### src/sv/tls_pkg.sv
// Shared types, constants and helper functions of the Tcl list splitter.
package tls_pkg;

  localparam int MAX_NESTING = 255;
  localparam int DEPTH_W     = $clog2(MAX_NESTING + 1);
  localparam int HEX_SIG_MAX = 16;
  localparam int HEX_SIG_W   = $clog2(HEX_SIG_MAX + 2);

  localparam int QDEPTH = 4;
  localparam int QAW    = $clog2(QDEPTH);
  localparam int QCW    = $clog2(QDEPTH + 1);

  localparam logic [7:0] CH_NUL    = 8'h00;
  localparam logic [7:0] CH_TAB    = 8'h09;
  localparam logic [7:0] CH_NL     = 8'h0a;
  localparam logic [7:0] CH_SPACE  = 8'h20;
  localparam logic [7:0] CH_QUOTE  = 8'h22;
  localparam logic [7:0] CH_BSLASH = 8'h5c;
  localparam logic [7:0] CH_X      = 8'h78;
  localparam logic [7:0] CH_LBRACE = 8'h7b;
  localparam logic [7:0] CH_RBRACE = 8'h7d;
  localparam logic [7:0] CH_FF     = 8'hff;

  localparam logic [2:0] ERR_NONE       = 3'd0;
  localparam logic [2:0] ERR_JUNK_BRACE = 3'd1;
  localparam logic [2:0] ERR_JUNK_QUOTE = 3'd2;
  localparam logic [2:0] ERR_UNCLOSED   = 3'd3;
  localparam logic [2:0] ERR_NESTING    = 3'd4;

  typedef enum logic [2:0] {
    MODE_BETWEEN,
    MODE_BARE,
    MODE_BRACED,
    MODE_QUOTED,
    MODE_AFTER_BRACE,
    MODE_AFTER_QUOTE,
    MODE_DISCARD
  } mode_t;

  typedef enum logic [2:0] {
    PH_NONE,
    PH_BS,
    PH_X,
    PH_HEX,
    PH_OCT,
    PH_NL
  } phase_t;

  typedef struct packed {
    logic [7:0] data;
    logic       valid;
    logic       eend;
    logic       done;
    logic [2:0] err;
  } res_t;

  typedef struct packed {
    logic two;
    res_t first;
    res_t second;
  } bundle_t;

  function automatic res_t mk_res(logic [7:0] data, logic valid, logic eend, logic done,
                                  logic [2:0] err);
    res_t r;
    r.data  = valid ? data : 8'h00;
    r.valid = valid;
    r.eend  = eend;
    r.done  = done;
    r.err   = err;
    return r;
  endfunction

  function automatic logic is_ws(logic [7:0] c);
    return (c == CH_SPACE) || ((c >= CH_TAB) && (c <= 8'h0d));
  endfunction

  function automatic logic is_oct(logic [7:0] c);
    return (c >= 8'h30) && (c <= 8'h37);
  endfunction

  function automatic logic is_hex(logic [7:0] c);
    return ((c >= 8'h30) && (c <= 8'h39)) || ((c >= 8'h61) && (c <= 8'h66)) ||
           ((c >= 8'h41) && (c <= 8'h46));
  endfunction

  function automatic logic [3:0] hex_val(logic [7:0] c);
    logic [7:0] v;
    if (c <= 8'h39) begin
      v = c - 8'h30;
    end else if (c >= 8'h61) begin
      v = c - 8'h57;
    end else begin
      v = c - 8'h37;
    end
    return v[3:0];
  endfunction

  // Returns {hit, code} for the single-letter escapes.
  function automatic logic [8:0] named_escape(logic [7:0] c);
    logic [8:0] r;
    unique case (c)
      8'h61:   r = {1'b1, 8'h07};
      8'h62:   r = {1'b1, 8'h08};
      8'h66:   r = {1'b1, 8'h0c};
      8'h6e:   r = {1'b1, 8'h0a};
      8'h72:   r = {1'b1, 8'h0d};
      8'h74:   r = {1'b1, 8'h09};
      8'h76:   r = {1'b1, 8'h0b};
      default: r = {1'b0, 8'h00};
    endcase
    return r;
  endfunction

endpackage

### src/sv/tls_front.sv
// Front end: accepts list bytes, tracks parse state and forms result bundles.
module tls_front (
  input  logic              clk,
  input  logic              rst,
  input  logic              in_valid,
  input  logic              in_ready,
  input  logic [7:0]        in_byte,
  output logic              push,
  output tls_pkg::bundle_t  push_data
);

  tls_pkg::mode_t                  mode, mode_next;
  tls_pkg::phase_t                 phase, phase_next;
  logic [tls_pkg::DEPTH_W-1:0]     depth, depth_next;
  logic [7:0]                      esc_value, esc_value_next;
  logic [1:0]                      esc_digits, esc_digits_next;
  logic [tls_pkg::HEX_SIG_W-1:0]   hex_sig, hex_sig_next;
  logic                            hex_ovf, hex_ovf_next;
  logic [2:0]                      held, held_next;

  tls_pkg::phase_t                 e_phase;
  logic [7:0]                      e_value;
  logic [1:0]                      e_digits;
  logic [tls_pkg::HEX_SIG_W-1:0]   e_sig, sig_inc;
  logic                            e_ovf;
  logic                            pre_emit, run_plain;
  logic [7:0]                      pre_char;
  logic [8:0]                      named;
  logic [3:0]                      hv;
  logic [7:0]                      oct_val;

  logic                            fire, c_nul, c_ws;
  logic                            a_en, b_en;
  tls_pkg::res_t                   ra, rb;

  assign fire    = in_valid & in_ready;
  assign c_nul   = (in_byte == tls_pkg::CH_NUL);
  assign c_ws    = tls_pkg::is_ws(in_byte);
  assign named   = tls_pkg::named_escape(in_byte);
  assign hv      = tls_pkg::hex_val(in_byte);
  assign oct_val = {esc_value[4:0], in_byte[2:0]};

  // Escape collapse for bare and quoted elements.
  always_comb begin
    e_phase   = phase;
    e_value   = esc_value;
    e_digits  = esc_digits;
    e_sig     = hex_sig;
    e_ovf     = hex_ovf;
    sig_inc   = hex_sig;
    pre_emit  = 1'b0;
    pre_char  = in_byte;
    run_plain = 1'b0;
    unique case (phase)
      tls_pkg::PH_NONE: begin
        run_plain = 1'b1;
      end
      tls_pkg::PH_BS: begin
        e_phase = tls_pkg::PH_NONE;
        if (c_nul) begin
          pre_emit  = 1'b1;
          pre_char  = tls_pkg::CH_BSLASH;
          run_plain = 1'b1;
        end else if (named[8]) begin
          pre_emit = 1'b1;
          pre_char = named[7:0];
        end else if (in_byte == tls_pkg::CH_X) begin
          e_phase = tls_pkg::PH_X;
        end else if (in_byte == tls_pkg::CH_NL) begin
          e_phase = tls_pkg::PH_NL;
        end else if (tls_pkg::is_oct(in_byte)) begin
          e_value  = {5'd0, in_byte[2:0]};
          e_digits = 2'd1;
          e_phase  = tls_pkg::PH_OCT;
        end else begin
          pre_emit = 1'b1;
        end
      end
      tls_pkg::PH_X: begin
        if (tls_pkg::is_hex(in_byte)) begin
          e_value = {4'd0, hv};
          e_sig   = tls_pkg::HEX_SIG_W'(hv != 4'd0);
          e_ovf   = 1'b0;
          e_phase = tls_pkg::PH_HEX;
        end else begin
          e_phase   = tls_pkg::PH_NONE;
          pre_emit  = 1'b1;
          pre_char  = tls_pkg::CH_X;
          run_plain = 1'b1;
        end
      end
      tls_pkg::PH_HEX: begin
        if (tls_pkg::is_hex(in_byte)) begin
          if (((hex_sig != '0) || (hv != 4'd0)) &&
              (hex_sig <= tls_pkg::HEX_SIG_W'(tls_pkg::HEX_SIG_MAX))) begin
            sig_inc = hex_sig + tls_pkg::HEX_SIG_W'(1);
          end
          e_sig = sig_inc;
          if (sig_inc > tls_pkg::HEX_SIG_W'(tls_pkg::HEX_SIG_MAX)) begin
            e_ovf = 1'b1;
          end
          e_value = {esc_value[3:0], hv};
        end else begin
          e_phase   = tls_pkg::PH_NONE;
          pre_emit  = 1'b1;
          pre_char  = hex_ovf ? tls_pkg::CH_FF : esc_value;
          e_sig     = '0;
          e_ovf     = 1'b0;
          e_value   = 8'h00;
          run_plain = 1'b1;
        end
      end
      tls_pkg::PH_OCT: begin
        if (tls_pkg::is_oct(in_byte)) begin
          e_value  = oct_val;
          e_digits = esc_digits + 2'd1;
          if (esc_digits == 2'd2) begin
            pre_emit = 1'b1;
            pre_char = oct_val;
            e_phase  = tls_pkg::PH_NONE;
            e_value  = 8'h00;
            e_digits = 2'd0;
          end
        end else begin
          pre_emit  = 1'b1;
          pre_char  = esc_value;
          e_phase   = tls_pkg::PH_NONE;
          e_value   = 8'h00;
          e_digits  = 2'd0;
          run_plain = 1'b1;
        end
      end
      tls_pkg::PH_NL: begin
        if ((in_byte != tls_pkg::CH_SPACE) && (in_byte != tls_pkg::CH_TAB)) begin
          e_phase   = tls_pkg::PH_NONE;
          pre_emit  = 1'b1;
          pre_char  = tls_pkg::CH_SPACE;
          run_plain = 1'b1;
        end
      end
      default: begin
        run_plain = 1'b1;
      end
    endcase
  end

  // Next state.
  always_comb begin
    logic clear_all;
    logic fail;
    logic [2:0] fail_code;
    clear_all       = 1'b0;
    fail            = 1'b0;
    fail_code       = tls_pkg::ERR_NONE;
    mode_next       = mode;
    phase_next      = phase;
    depth_next      = depth;
    esc_value_next  = esc_value;
    esc_digits_next = esc_digits;
    hex_sig_next    = hex_sig;
    hex_ovf_next    = hex_ovf;
    held_next       = held;
    if (fire) begin
      unique case (mode)
        tls_pkg::MODE_BETWEEN: begin
          if (c_nul) begin
            clear_all = 1'b1;
          end else if (c_ws) begin
            mode_next = mode;
          end else if (in_byte == tls_pkg::CH_LBRACE) begin
            mode_next  = tls_pkg::MODE_BRACED;
            depth_next = tls_pkg::DEPTH_W'(1);
            phase_next = tls_pkg::PH_NONE;
          end else if (in_byte == tls_pkg::CH_QUOTE) begin
            mode_next  = tls_pkg::MODE_QUOTED;
            phase_next = tls_pkg::PH_NONE;
          end else begin
            mode_next  = tls_pkg::MODE_BARE;
            phase_next = (in_byte == tls_pkg::CH_BSLASH) ? tls_pkg::PH_BS : tls_pkg::PH_NONE;
          end
        end
        tls_pkg::MODE_BARE, tls_pkg::MODE_QUOTED: begin
          phase_next      = e_phase;
          esc_value_next  = e_value;
          esc_digits_next = e_digits;
          hex_sig_next    = e_sig;
          hex_ovf_next    = e_ovf;
          if (run_plain) begin
            if (in_byte == tls_pkg::CH_BSLASH) begin
              phase_next = tls_pkg::PH_BS;
            end else if (c_nul) begin
              clear_all = 1'b1;
            end else if ((mode == tls_pkg::MODE_BARE) && c_ws) begin
              mode_next = tls_pkg::MODE_BETWEEN;
            end else if ((mode == tls_pkg::MODE_QUOTED) && (in_byte == tls_pkg::CH_QUOTE)) begin
              mode_next = tls_pkg::MODE_AFTER_QUOTE;
            end
          end
        end
        tls_pkg::MODE_BRACED: begin
          if (phase != tls_pkg::PH_NONE) begin
            phase_next = tls_pkg::PH_NONE;
            clear_all  = c_nul;
          end else if (c_nul) begin
            clear_all = 1'b1;
          end else if (in_byte == tls_pkg::CH_BSLASH) begin
            phase_next = tls_pkg::PH_BS;
          end else if (in_byte == tls_pkg::CH_LBRACE) begin
            if (depth >= tls_pkg::DEPTH_W'(tls_pkg::MAX_NESTING)) begin
              fail      = 1'b1;
              fail_code = tls_pkg::ERR_NESTING;
            end else begin
              depth_next = depth + tls_pkg::DEPTH_W'(1);
            end
          end else if (in_byte == tls_pkg::CH_RBRACE) begin
            if (depth <= tls_pkg::DEPTH_W'(1)) begin
              depth_next = '0;
              mode_next  = tls_pkg::MODE_AFTER_BRACE;
            end else begin
              depth_next = depth - tls_pkg::DEPTH_W'(1);
            end
          end
        end
        tls_pkg::MODE_AFTER_BRACE, tls_pkg::MODE_AFTER_QUOTE: begin
          if (c_nul) begin
            clear_all = 1'b1;
          end else if (c_ws) begin
            mode_next = tls_pkg::MODE_BETWEEN;
          end else begin
            fail      = 1'b1;
            fail_code = (mode == tls_pkg::MODE_AFTER_BRACE) ? tls_pkg::ERR_JUNK_BRACE
                                                             : tls_pkg::ERR_JUNK_QUOTE;
          end
        end
        default: begin
          clear_all = c_nul;
        end
      endcase
    end
    if (fail) begin
      held_next  = fail_code;
      mode_next  = tls_pkg::MODE_DISCARD;
      phase_next = tls_pkg::PH_NONE;
      depth_next = '0;
    end
    if (clear_all) begin
      mode_next       = tls_pkg::MODE_BETWEEN;
      phase_next      = tls_pkg::PH_NONE;
      depth_next      = '0;
      esc_value_next  = 8'h00;
      esc_digits_next = 2'd0;
      hex_sig_next    = '0;
      hex_ovf_next    = 1'b0;
      held_next       = tls_pkg::ERR_NONE;
    end
  end

  // Results of the current byte.
  always_comb begin
    a_en = 1'b0;
    b_en = 1'b0;
    ra   = tls_pkg::mk_res(pre_char, 1'b1, 1'b0, 1'b0, tls_pkg::ERR_NONE);
    rb   = tls_pkg::mk_res(in_byte, 1'b1, 1'b0, 1'b0, tls_pkg::ERR_NONE);
    unique case (mode)
      tls_pkg::MODE_BETWEEN: begin
        if (c_nul) begin
          b_en = 1'b1;
          rb   = tls_pkg::mk_res(8'h00, 1'b0, 1'b0, 1'b1, tls_pkg::ERR_NONE);
        end else begin
          b_en = !c_ws && (in_byte != tls_pkg::CH_LBRACE) && (in_byte != tls_pkg::CH_QUOTE) &&
                 (in_byte != tls_pkg::CH_BSLASH);
        end
      end
      tls_pkg::MODE_BARE, tls_pkg::MODE_QUOTED: begin
        a_en = pre_emit;
        if (run_plain && (in_byte != tls_pkg::CH_BSLASH)) begin
          if (mode == tls_pkg::MODE_BARE) begin
            b_en = 1'b1;
            if (c_nul) begin
              rb = tls_pkg::mk_res(8'h00, 1'b0, 1'b1, 1'b1, tls_pkg::ERR_NONE);
            end else if (c_ws) begin
              rb = tls_pkg::mk_res(8'h00, 1'b0, 1'b1, 1'b0, tls_pkg::ERR_NONE);
            end
          end else if (c_nul) begin
            b_en = 1'b1;
            rb   = tls_pkg::mk_res(8'h00, 1'b0, 1'b0, 1'b1, tls_pkg::ERR_UNCLOSED);
          end else begin
            b_en = (in_byte != tls_pkg::CH_QUOTE);
          end
        end
      end
      tls_pkg::MODE_BRACED: begin
        b_en = 1'b1;
        if (c_nul) begin
          rb = tls_pkg::mk_res(8'h00, 1'b0, 1'b0, 1'b1, tls_pkg::ERR_UNCLOSED);
        end else if (phase == tls_pkg::PH_NONE) begin
          if (in_byte == tls_pkg::CH_LBRACE) begin
            b_en = (depth < tls_pkg::DEPTH_W'(tls_pkg::MAX_NESTING));
          end else if (in_byte == tls_pkg::CH_RBRACE) begin
            b_en = (depth > tls_pkg::DEPTH_W'(1));
          end
        end
      end
      tls_pkg::MODE_AFTER_BRACE, tls_pkg::MODE_AFTER_QUOTE: begin
        if (c_nul) begin
          b_en = 1'b1;
          rb   = tls_pkg::mk_res(8'h00, 1'b0, 1'b1, 1'b1, tls_pkg::ERR_NONE);
        end else if (c_ws) begin
          b_en = 1'b1;
          rb   = tls_pkg::mk_res(8'h00, 1'b0, 1'b1, 1'b0, tls_pkg::ERR_NONE);
        end
      end
      default: begin
        b_en = c_nul;
        rb   = tls_pkg::mk_res(8'h00, 1'b0, 1'b0, 1'b1, held);
      end
    endcase
    push             = fire & (a_en | b_en);
    push_data.two    = a_en & b_en;
    push_data.first  = a_en ? ra : rb;
    push_data.second = rb;
  end

  always_ff @(posedge clk) begin
    if (rst) begin
      mode       <= tls_pkg::MODE_BETWEEN;
      phase      <= tls_pkg::PH_NONE;
      depth      <= '0;
      esc_value  <= 8'h00;
      esc_digits <= 2'd0;
      hex_sig    <= '0;
      hex_ovf    <= 1'b0;
      held       <= tls_pkg::ERR_NONE;
    end else begin
      mode       <= mode_next;
      phase      <= phase_next;
      depth      <= depth_next;
      esc_value  <= esc_value_next;
      esc_digits <= esc_digits_next;
      hex_sig    <= hex_sig_next;
      hex_ovf    <= hex_ovf_next;
      held       <= held_next;
    end
  end

endmodule

### src/sv/tls_queue.sv
// Short queue of result bundles between the front end and the back end.
module tls_queue (
  input  logic              clk,
  input  logic              rst,
  input  logic              push,
  input  tls_pkg::bundle_t  push_data,
  output logic              not_full,
  input  logic              pop,
  output logic              not_empty,
  output tls_pkg::bundle_t  head
);

  tls_pkg::bundle_t            entries [tls_pkg::QDEPTH];
  logic [tls_pkg::QAW-1:0]     wr_ptr, rd_ptr;
  logic [tls_pkg::QCW-1:0]     count;

  assign not_full  = (count != tls_pkg::QCW'(tls_pkg::QDEPTH));
  assign not_empty = (count != '0);
  assign head      = entries[rd_ptr];

  always_ff @(posedge clk) begin
    if (push) begin
      entries[wr_ptr] <= push_data;
    end
  end

  always_ff @(posedge clk) begin
    if (rst) begin
      wr_ptr <= '0;
      rd_ptr <= '0;
      count  <= '0;
    end else begin
      if (push) begin
        wr_ptr <= wr_ptr + tls_pkg::QAW'(1);
      end
      if (pop) begin
        rd_ptr <= rd_ptr + tls_pkg::QAW'(1);
      end
      if (push && !pop) begin
        count <= count + tls_pkg::QCW'(1);
      end else if (pop && !push) begin
        count <= count - tls_pkg::QCW'(1);
      end
    end
  end

endmodule

### src/sv/tls_back.sv
// Back end: hands out the results of each queued bundle one item per cycle while res_ready is high.
module tls_back (
  input  logic              clk,
  input  logic              rst,
  input  logic              q_valid,
  input  tls_pkg::bundle_t  head,
  output logic              pop,
  output logic              res_valid,
  input  logic              res_ready,
  output logic [7:0]        out_byte,
  output logic              out_valid,
  output logic              element_end,
  output logic              list_done,
  output logic [2:0]        error_code,
  output logic              last
);

  logic          idx;
  logic          take;
  tls_pkg::res_t cur;

  assign cur         = idx ? head.second : head.first;
  assign res_valid   = q_valid;
  assign take        = res_valid & res_ready;
  assign last        = idx | ~head.two;
  assign pop         = take & last;
  assign out_byte    = cur.data;
  assign out_valid   = cur.valid;
  assign element_end = cur.eend;
  assign list_done   = cur.done;
  assign error_code  = cur.err;

  always_ff @(posedge clk) begin
    if (rst) begin
      idx <= 1'b0;
    end else if (take) begin
      idx <= ~last;
    end
  end

endmodule

### src/sv/tcl_list_splitter.sv
// Top level of the streaming Tcl list splitter.
//
//   channel  handshake             payload
//   input    in_valid / in_ready   in_byte
//   result   res_valid / res_ready out_byte, out_valid, element_end, list_done,
//                                  error_code, last
//
// The front end takes one byte per cycle while in_ready is high and turns it into zero, one or two results.
// A four-entry bundle queue sits between the front end and the back end.
// The back end sends one result per cycle while res_ready is high, and a byte that
// yields two results sends them in turn; in_ready falls only while the queue is full.
// Reset is synchronous; there is no clearing pass.
module tcl_list_splitter (
  input  logic       clk,
  input  logic       rst,
  input  logic       in_valid,
  output logic       in_ready,
  input  logic [7:0] in_byte,
  output logic       res_valid,
  input  logic       res_ready,
  output logic [7:0] out_byte,
  output logic       out_valid,
  output logic       element_end,
  output logic       list_done,
  output logic [2:0] error_code,
  output logic       last
);

  logic             push, pop, not_empty;
  tls_pkg::bundle_t push_data, head;

  tls_front u_front (
    .clk       (clk),
    .rst       (rst),
    .in_valid  (in_valid),
    .in_ready  (in_ready),
    .in_byte   (in_byte),
    .push      (push),
    .push_data (push_data)
  );

  tls_queue u_queue (
    .clk       (clk),
    .rst       (rst),
    .push      (push),
    .push_data (push_data),
    .not_full  (in_ready),
    .pop       (pop),
    .not_empty (not_empty),
    .head      (head)
  );

  tls_back u_back (
    .clk         (clk),
    .rst         (rst),
    .q_valid     (not_empty),
    .head        (head),
    .pop         (pop),
    .res_valid   (res_valid),
    .res_ready   (res_ready),
    .out_byte    (out_byte),
    .out_valid   (out_valid),
    .element_end (element_end),
    .list_done   (list_done),
    .error_code  (error_code),
    .last        (last)
  );

endmodule
### config.mk
export PLATFORM = sky130hd
export DESIGN_NAME = tcl_list_splitter
export DESIGN_NICKNAME = d
export VERILOG_FILES = /design/src/sv/tls_pkg.sv /design/src/sv/tls_front.sv /design/src/sv/tls_queue.sv /design/src/sv/tls_back.sv /design/src/sv/tcl_list_splitter.sv
export SDC_FILE = /design/constraint.sdc
export NUM_CORES = 1
export LEC_CHECK = 0
export BUFFER_PORTS_ARGS = -buffer_cell sky130_fd_sc_hd__buf_2
export CAP_MARGIN = 20
export CELL_PAD_IN_SITES_DETAIL_PLACEMENT = 0
export CELL_PAD_IN_SITES_GLOBAL_PLACEMENT = 1
export CORE_AREA = 2 2 129 131
export CTS_CLUSTER_DIAMETER = 30
export CTS_CLUSTER_SIZE = 28
export DETAILED_ROUTE_END_ITERATION = 6
export DIE_AREA = 0 0 131 133
export PLACE_DENSITY_LB_ADDON = 0.12
export SETUP_SLACK_MARGIN = 0.02
export SLEW_MARGIN = 20
export SYNTH_ARGS = -nofsm -noshare
export SYNTH_HDL_FRONTEND = slang
export SYNTH_SLANG_ARGS = --single-unit
### constraint.sdc
create_clock -name clk -period 8 [get_ports clk]
set_input_delay 2 -clock clk [delete_from_list [all_inputs] [get_ports clk]]
set_output_delay 2 -clock clk [all_outputs]
set_load 0.02 [all_outputs]
==> results of run 1 <==
## path summary, 6_finish.rpt
| path | end | slack (ns) | depth (start not counted) | from |
|---|---|---|---|---|
| worst max-delay path | u_queue.count[2] | 2.62 | 15 | in_byte[0] |
| worst max register to register | u_queue.count[2] | 4.31 | 13 | u_front.phase[2] |
| worst min-delay path | u_front.held[1] | 0.47 | 2 | u_front.held[1] |
| worst min register to register | u_front.held[1] | 0.47 | 2 | u_front.held[1] |
## cell families after synthesis
| family | after synthesis | share of synthesized area [%] |
|---|---|---|
| mux | 50 | 10.2 |
| xor+xnor | 12 | 1.21 |
| buf+inv | 72 | 3.65 |
| compound gates | 187 | 15.1 |
| flops | 159 | 50.1 |
| fa+ha+maj | 18 | 2.68 |
| simple gates | 285 | 17.1 |
## layer usage
metal	wire length (µm)	share of wire [%]	vias to the layer above
li1	-	-	3017
met1	9590	44	3274
met2	10300	48	272
met3	1270	5.9	43
met4	411	1.9	2
met5	8	0.037	-
## power by group through the flow
stage / sequential, W / clock (W) / combinational, W
global placement: 0.00115 / 0 / 0.000760
global route: 0.00116 / 0.000894 / 0.000837
floorplan: 0.00108 / 0 / 0.000625
detailed placement: 0.00116 / 0 / 0.000767
CTS: 0.00114 / 0.000862 / 0.000773
finish: 0.00114 / 0.000847 / 0.000772
## final cells by class
type	instances	area [µm²]	area share (%)
clock buffer	17	425	4.46
multi-input combinational	552	4010	42.0
inverter	24	90.1	0.944
sequential	159	4350	45.6
clock inverter	15	201	2.11
timing repair buffer	35	193	2.02
tap	220	275	2.89
## state kept, by name (all words and copies together) (netlist names), named ones only
signal	count
u_front.held	3
u_front.hex_ovf	1
u_front.phase	3
u_front.esc_value	8
u_front.mode	3
u_back.idx	1
u_queue.count	3
u_front.esc_digits	2
u_queue.wr_ptr	2
u_queue.entries	116
u_front.hex_sig	5
u_front.depth	8
u_queue.rd_ptr	2
## placed cells by master, fill, tap and decap left out, types with 11 or more instances in the layout
cell type,Yosys,routed
clkbuf_16,0,17
dfxtp_1,43,42
nor2_1,75,75
nand3_1,19,19
nor3_1,29,29
a21oi_1,50,50
nor2b_1,17,17
nand4_1,11,11
and2_1,11,11
and3_1,11,11
mux2_2,14,14
edfxtp_1,116,116
mux4_2,29,29
o21ai_0,35,35
nand2_1,57,57
buf_2,16,28
inv_1,23,23
ha_1,17,17
## through the flow
stage | area [µm²] | instances | total power [W] | setup slack, ns | utilization [%]
after floorplan | 8670 | 783 | 0.00171 | 2.63 | -
after global placement | 8910 | 990 | 0.00191 | 2.48 | 55.1
after detailed placement | 8910 | 990 | 0.00193 | 2.33 | 55.1
after CTS | 9540 | 1022 | 0.00278 | 2.74 | 59.0
after global routing | 9540 | 1022 | 0.00289 | 2.37 | 59.0
final | 9540 | 1022 | 0.00276 | 2.62 | 59.0
## worst register-to-register path, cell delays in order, from the launching register on
cell and delay (ns):
dfxtp_1 0.55, inv_1 0.15, ha_1 0.30, or3_1 0.43, o2111a_1 0.15, a21boi_0 0.39, o31ai_2 0.18, inv_2 0.11
ha_1 0.19, inv_1 0.07, fa_1 0.44, xor2_1 0.18, or3_1 0.33, a21oi_1 0.15
==> impl_metrics.yaml, run 1 <==
setup_path:
  worstSetupPathType: "in2reg"
  required_ns: 8.36
  max_stage_delay_ns: 0.44
  crit_buf_inv: 4
  path_max_fanout: 12
  crit_path_start_kind: "input pin"
  cp.arrival_ns: 5.74
  critPathCaptureType: "register"
  crit_chain: "buf_2 -> inv_1 -> ha_1 -> nor3b_1 -> nand2_1 -> o2111a_1 -> a21boi_0 -> o31ai_2 -> inv_2 -> ha_1 -> inv_1 -> fa_1 -> xor2_1 -> or3_1 -> a21oi_1"
  critPathSlowestCell: "fa_1"
  cp_top_family: "compound AO/OA/AOI/OAI gates"
logic_synthesis:
  synth_common_cells: "edfxtp_1, nor2_1, nand2_1"
  async_reset_ff_share_pct: 0
  avgSynthCellArea_um2: 11.1
  syn_area_um2: 8670
  yosysSeqAreaShare_pct: 50.1
  postSynthCellCount: 783
  ys_types: 87
  ys_ff_latch: 159
  synth_warnings: 0
  synth_fp_nets: 813
  yosysTopAreaCell: "edfxtp_1"
  ys.flop_type: "edfxtp_1"
  synth_area_leaders: "edfxtp_1, dfxtp_1, mux4_2"
  yosysTopAreaCellShare_pct: 40.2
  synth-edff-count: 116
  synth.most_common_cell: "edfxtp_1"
sta:
  tns_ns: 0
  worst_slew_pin_slew_ns: 1.02
  rsz0062_at_grt: "no"
  fin_crit_ns: 5.38
  finalCritPeriodShare_pct: 67.2
  skew_ns: 0.00977
  clock.fmax_ghz: 0.186
  fin_hold_ws_ns: 0.468
  finalSetupViolations: 0
  max_slew_margin_pct: 31.6
  drv_slew: 0
  hold_violations: 0
floorplan:
  core_um2: 16200
  start_util_pct: 53.6
  row_count: 47
  die_w_um: 131
  io_pins: 29
  die_h_um: 133
  dieArea_um2: 17400
grt:
  grt_overflow: 0
  grt_antenna_before_repair: 1
  grt_pass1_wl_mm: 34.1
  met1_usage_pct: 35.9
  use_met3_pct: 4.41
  grt_usage_pct: 25.6
  grt_max_degree: 30
  use_met2_pct: 40.8
  grt-busiest-layer: "met2"
  grt_pass1_vias: 6301
power_and_ir_drop:
  seqPwrFrac_pct: 41.3
  swShare_pct: 33.1
  switchingPower_w: 0.000912
  leakage_nw: 3.21
  internal-power_w: 0.00185
  combinationalPowerShare_pct: 28.0
  p_clk_share_pct: 30.7
  ir_drop_mv: 0.147
  power_density_nw_per_um2: 289
clock_network:
  postCtsResizedCells: 0
  clock_sinks: 159
  clockBufferDepth: 2
  cts_tree: "built"
  clkLatencyLatePin_ns: 0.43
  clkTransAtPathRegs_ns: 0.07
  cts-root-buf: "clkbuf_16"
  post-cts-setup-buffer-count: 0
  numCtsBuffers: 17
  ctsHoldBuffers: 0
  ctsHtreeMaxLevel: 4
finish:
  nets: 819
  diodes: 0
  drive_gt1_share_pct: 17.0
  n_fill_cell: 1347
  syn_to_final_growth_pct: 10.1
min_path:
  hold_path_class: "reg2reg"
routing:
  drt_pass1_iterations: 5
  antenna_left: 0
  finalWirelength_mm: 21.6
  vias: 6608
  via_per_inst: 6.47
  drtIter0Drc: 703
  post_drt_wl_per_cell_um: 21.1
  drc: 0
job:
  maxCapViolCount: 0
placed_design:
  io_buffers: 28
  dpl.hpwl_mm: 14.9
  gp_congestion: 0.952
outcome:
  status: "finished clean"
(Power assumes the default switching activity.)
==> inputs of run 2 (changes only) <==
- ABC_AREA: default -> 1
- CORE_AREA: 2 2 129 131 -> 2 2 149 151
- DIE_AREA: 0 0 131 133 -> 0 0 151 153
- clock period: 8 -> 4.6 ns (I/O delays scaled with it)
==> run 2 against run 1 <==
Sequential power up 68%. Register-to-register slack got worse by 2.9 ns. First-iteration DRC count decreased by 33%. Utilization fell by 12 points. Design area rose by 6.1%.
==> impl_metrics.yaml, run 2 <==
outcome:
  status: "finished clean"
finish:
  syn_to_final_growth_pct: 10.8
  largest_reg_flops: 116
  diodes: 0
  layout_commonest_cell: "nand2_1"
  nets: 1176
  reg_top3: "u_queue.entries x116, u_front.depth x8, u_front.esc_value x8"
  drive_gt1_share_pct: 13.2
  regMostFlops: "u_queue.entries"
  layout_common_cells: "nand2_1, nor2_1, edfxtp_1, o21ai_0, inv_1"
power_and_ir_drop:
  combinationalPowerShare_pct: 34.0
  internal-power_w: 0.00304
  p_clk_share_pct: 27.8
  leakage_nw: 3.96
  ir_drop_mv: 0.279
  switchingPower_w: 0.00196
  swShare_pct: 39.2
  power_density_nw_per_um2: 494
  seqPwrFrac_pct: 38.2
clock_network:
  post-cts-setup-buffer-count: 0
  ctsHtreeMaxLevel: 4
  cts-root-buf: "clkbuf_16"
  postCtsResizedCells: 0
  clkLatencyLatePin_ns: 0.43
  ctsHoldBuffers: 0
  numCtsBuffers: 17
  clockBufferDepth: 2
  clkTransAtPathRegs_ns: 0.07
  clock_sinks: 159
  cts_tree: "built"
floorplan:
  die_h_um: 153
  die_w_um: 151
  start_util_pct: 42.5
  row_count: 54
  core_um2: 21500
  io_pins: 29
  dieArea_um2: 23100
logic_synthesis:
  ys_ff_latch: 159
  postSynthCellCount: 1127
  ys.flop_type: "edfxtp_1"
  synth.most_common_cell: "nor2_1"
  avgSynthCellArea_um2: 8.11
  yosysSeqAreaShare_pct: 47.5
  synth_warnings: 0
  synth-edff-count: 116
  syn_area_um2: 9140
  synth_common_cells: "nor2_1, nand2_1, edfxtp_1"
  yosysTopAreaCellShare_pct: 38.1
  synth_area_leaders: "edfxtp_1, dfxtp_1, nor2_1"
  synth_fp_nets: 1157
  yosysTopAreaCell: "edfxtp_1"
  async_reset_ff_share_pct: 0
  ys_types: 53
setup_path:
  crit_path_start_kind: "input pin"
  crit_path_frequent_cell: "inv_1"
  required_ns: 4.97
  max_stage_delay_ns: 0.44
  critPathSlowestCell: "fa_1"
  worstSetupPathType: "in2reg"
  path_max_fanout: 9
  cp.arrival_ns: 4.23
  cp_top_family: "simple AND/OR/NAND/NOR gates"
  crit_buf_inv: 6
  critPathCaptureType: "register"
  crit_chain: "buf_2 -> inv_1 -> ha_1 -> inv_1 -> nor2_2 -> nand2_4 -> inv_2 -> nand2_4 -> nand3_4 -> a21oi_4 -> nand2_4 -> nand3_1 -> nand4_4 -> nand2_1 -> inv_1 -> ha_1 -> inv_1 -> fa_1 -> nor2_1 -> nor2_1 -> nand2_1 -> o21ai_0 -> a21oi_1"
routing:
  drt_pass1_iterations: 6
  vias: 7644
  via_per_inst: 5.31
  finalWirelength_mm: 24.1
  post_drt_wl_per_cell_um: 16.7
  drtIter0Drc: 469
  drc: 0
  antenna_left: 0
sta:
  fin_hold_ws_ns: 0.468
  hold_violations: 0
  layout_setup_ws_ns: 0.733
  skew_ns: 0.0120
  drv_slew: 0
  max_slew_margin_pct: 27.4
  tns_ns: 0
  worst_slew_pin_slew_ns: 1.09
  rsz0062_at_grt: "no"
  clock.fmax_ghz: 0.259
  finalCritPeriodShare_pct: 84.1
  finalSetupViolations: 0
  fin_crit_ns: 3.87
grt:
  grt_antenna_before_repair: 0
  grt_pass1_wl_mm: 39.0
  grt_pass1_vias: 7201
  grt_max_degree: 59
  grt_overflow: 0
  grt_usage_pct: 21.6
job:
  maxCapViolCount: 0
placed_design:
  io_buffers: 28
  pre_cts_slack_ns: 0.298
  dpl.hpwl_mm: 16.9
  gp_congestion: 0.934
min_path:
  hold_path_class: "reg2reg"
==> run 2: cell count changes after synthesis, sizes merged, moves of 11 or more <==
| cell | before | now |
|---|---|---|
| nand3 | 20 | 68 |
| nor2 | 75 | 222 |
| and2 | 12 | 1 |
| o21ai | 38 | 120 |
| nor2b | 17 | 0 |
| o22ai | 6 | 19 |
| nor3 | 29 | 18 |
| and3 | 12 | 0 |
| mux2 | 14 | 0 |
| inv | 24 | 116 |
| mux4 | 29 | 0 |
| a31oi | 11 | 23 |
| nand2 | 57 | 214 |
==> run 2: through the flow <==
stage               area (µm²)  cells  util [%]  total power [W]
finish                   10100   1439      47.1          0.00500
global route             10100   1439      47.1          0.00532
detailed placement        9540   1407      44.4          0.00366
global placement          9540   1407      44.4          0.00366
CTS                      10100   1439      47.1          0.00505
floorplan                 9140   1127         -          0.00314
==> run 2: metal layers <==
metal | GRT usage [%] | share of wire, %
met1 | 29.3 | 46
met2 | 36.6 | 49
met3 | 3.19 | 4.0
met4 | 4.94 | 1.4
met5 | 0 | 0
==> run 2: logic make-up (layout without fill, tap and decap cells) <==
| family | count (synthesis) | in the layout | synth area share, % |
|---|---|---|---|
| adder cells (fa/ha/maj) | 18 | 18 | 2.55 |
| XOR/XNOR | 8 | 8 | 0.766 |
| AND/OR/NAND/NOR | 543 | 543 | 27.3 |
| flip-flops | 159 | 159 | 47.5 |
| buffers and inverters | 160 | 192 | 7.16 |
| AO/OA/AOI/OAI | 239 | 239 | 14.7 |
==> run 2: area by class of cell <==
cell class / instances / area [µm²]
Sequential cell: 159 / 4350
Inverter: 119 / 449
Tap cell: 280 / 350
Clock buffer: 17 / 425
Timing Repair Buffer: 41 / 238
Clock inverter: 15 / 165
Fill cell: 2158 / 11400
Multi-Input combinational cell: 808 / 4150
==> run 2: worst reg2reg max path: stages, from the launching register on <==
cell	delay, ns
dfxtp_1	0.52
nor2_1	0.12
nand2_1	0.08
buf_4	0.21
clkinv_1	0.08
buf_4	0.18
nor2_1	0.15
nand3_1	0.09
nand2_1	0.07
o21ai_1	0.07
nand2_1	0.06
nand2_1	0.09
nand4_4	0.13
nand2_1	0.17
inv_1	0.11
ha_1	0.15
inv_1	0.07
fa_1	0.44
nor2_1	0.11
nor2_1	0.04
nand2_1	0.07
o21ai_0	0.08
a21oi_1	0.11
==> run 2: final timing paths <==
check | start | end | slack, ns | cells after the start
setup / recovery | in_byte[0] | u_queue.count[2] | 0.73 | 23
hold / removal | u_queue.rd_ptr[1] | u_queue.rd_ptr[1] | 0.47 | 2
setup reg to reg | u_front.mode[2] | u_queue.count[2] | 1.37 | 22
hold reg to reg | u_queue.rd_ptr[1] | u_queue.rd_ptr[1] | 0.47 | 2
==> run 2: power by group through the flow <==
stage	combinational (W)	sequential (W)	clock, W
2_1_floorplan	0.00125	0.00190	0
3_3_place_gp	0.00172	0.00194	0
3_5_place_dp	0.00172	0.00194	0
4_1_cts	0.00172	0.00191	0.00142
5_1_grt	0.00192	0.00194	0.00147
6_report	0.00170	0.00191	0.00139
==> inputs of run 3 (changes only) <==
- clock period: 4.6 -> 3.2 ns (I/O delays scaled with it)
==> run 3 against run 2 <==
Utilization increased by 3.9 points. Worst hold slack about the same. Largest cell class unchanged. Via count increased by 3.1%. Final cell count increased by 6.7%. Sequential cell count unchanged. Total power increased by 49%. Design area increased by 8.3%. Largest power group is now combinational logic.
==> impl_metrics.yaml, run 3 (same netlist as run 2, synthesis figures left out) <==
clock_network:
  clkLatencyLatePin_ns: 0.43
  clkTransAtPathRegs_ns: 0.07
  clockBufferDepth: 2
  ctsHoldBuffers: 0
  ctsHtreeMaxLevel: 4
  postCtsResizedCells: 0
  cts_tree: "built"
  post-cts-setup-buffer-count: 0
  clock_sinks: 159
  numCtsBuffers: 17
  cts-root-buf: "clkbuf_16"
grt:
  grt-busiest-layer: "met2"
  grt_max_degree: 59
  grt_antenna_before_repair: 0
  grt_usage_pct: 21.9
  grt_overflow: 0
  use_met3_pct: 2.90
  grt_pass1_wl_mm: 39.4
  grt_pass1_vias: 7564
  met1_usage_pct: 29.6
  use_met2_pct: 37.3
setup_path:
  critPathCaptureType: "output pin"
  r2r-start: "u_front.depth[0]"
  crit_path_start_kind: "register"
  required_ns: 2.40
  r2r_end: "u_queue.count[2]"
  worst-r2r-cell-count: 19
  worstSetupPathType: "reg2out"
  rrSetupSlack_ns: 0.33
  path_max_fanout: 58
  cp.arrival_ns: 2.14
power_and_ir_drop:
  ir_drop_mv: 0.340
  leakage_nw: 4.42
  power_density_nw_per_um2: 680
  total_power_w: 0.00746
placed_design:
  pre_cts_slack_ns: -0.183
  dpl.hpwl_mm: 18.1
  dp.cells: 1503
  gp_congestion: 0.920
  io_buffers: 28
min_path:
  min_to: "u_queue.rd_ptr[1]"
  hold_start: "u_queue.rd_ptr[1]"
  hold_path_class: "reg2reg"
  hold_depth: 2
finish:
  nets: 1272
  fin_util_pct: 51.0
  final_cells: 1535
  regMostFlops: "u_queue.entries"
  layout_commonest_cell: "nand2_1"
  syn_to_final_growth_pct: 19.9
  layout_common_cells: "nand2_1, nor2_1, edfxtp_1, o21ai_0, buf_4"
  reg_top3: "u_queue.entries x116, u_front.depth x8, u_front.esc_value x8"
  largest_reg_flops: 116
  drive_gt1_share_pct: 20.7
  diodes: 0
floorplan:
  die_h_um: 153
  io_pins: 29
  start_util_pct: 42.5
  dieArea_um2: 23100
  die_w_um: 151
  row_count: 54
  core_um2: 21500
sta:
  finalCritPeriodShare_pct: 92.0
  max_slew_margin_pct: 55.1
  clock.fmax_ghz: 0.340
  layout_setup_ws_ns: 0.257
  skew_ns: 0.0152
  worst_slew_pin_slew_ns: 0.672
  drv_slew: 0
  finalSetupViolations: 0
  fin_hold_ws_ns: 0.469
  rsz0062_at_grt: "no"
  fin_crit_ns: 2.94
  hold_violations: 0
routing:
  vias: 7883
  antenna_left: 0
  drt_pass1_iterations: 6
  finalWirelength_mm: 24.5
  post_drt_wl_per_cell_um: 16.0
  drtIter0Drc: 442
  drc: 0
  via_per_inst: 5.14
job:
  maxCapViolCount: 0
outcome:
  status: "finished clean"
==> run 3: worst max-delay path, stage by stage (launching register included) <==
cell	delay (ns)
dfxtp_2	0.32
buf_4	0.47
o21ai_0	0.19
o22ai_1	0.22
nor2_1	0.06
a31oi_1	0.22
buf_2	0.21
==> run 3: power by group <==
part / switching [W] / internal [W]
Sequential: 0.000105 / 0.00260
Combinational: 0.00181 / 0.000948
Clock: 0.000956 / 0.00105
==> run 3: per-stage QoR <==
step,setup TNS [ns],area (µm²)
6_report,0,11000
5_1_grt,0,11000
4_1_cts,0,11000
3_5_place_dp,-0.508,10400
3_3_place_gp,-0.202,10400
2_1_floorplan,-6.59,9210
==> run 3: worst max path at each step <==
stage,start,slack (ns),depth (start not counted),endpoint
floorplan,in_byte[1],-0.06,14,u_queue.entries[0][0]
global placement,in_byte[0],-0.10,24,u_queue.count[2]
detailed placement,in_byte[0],-0.18,18,u_queue.count[1]
CTS,register,0.20,6,out_byte[0]
global route,register,0.03,7,out_byte[7]
finish,register,0.26,6,out_byte[1]
==> run 3: per-layer routing <==
layer	vias to the layer above	wire, µm
met5	-	0
met4	0	371
met3	26	836
met2	162	11900
met1	3644	11400
li1	4051	-
==> run 3: cell type report <==
cell class / count / area (µm²)
timing repair buffer: 137 / 1020
fill: 2164 / 10500
sequential: 159 / 4350
multi-input combinational: 808 / 4200
inverter: 119 / 457
tap: 280 / 350
clock buffer: 17 / 425
clock inverter: 15 / 161
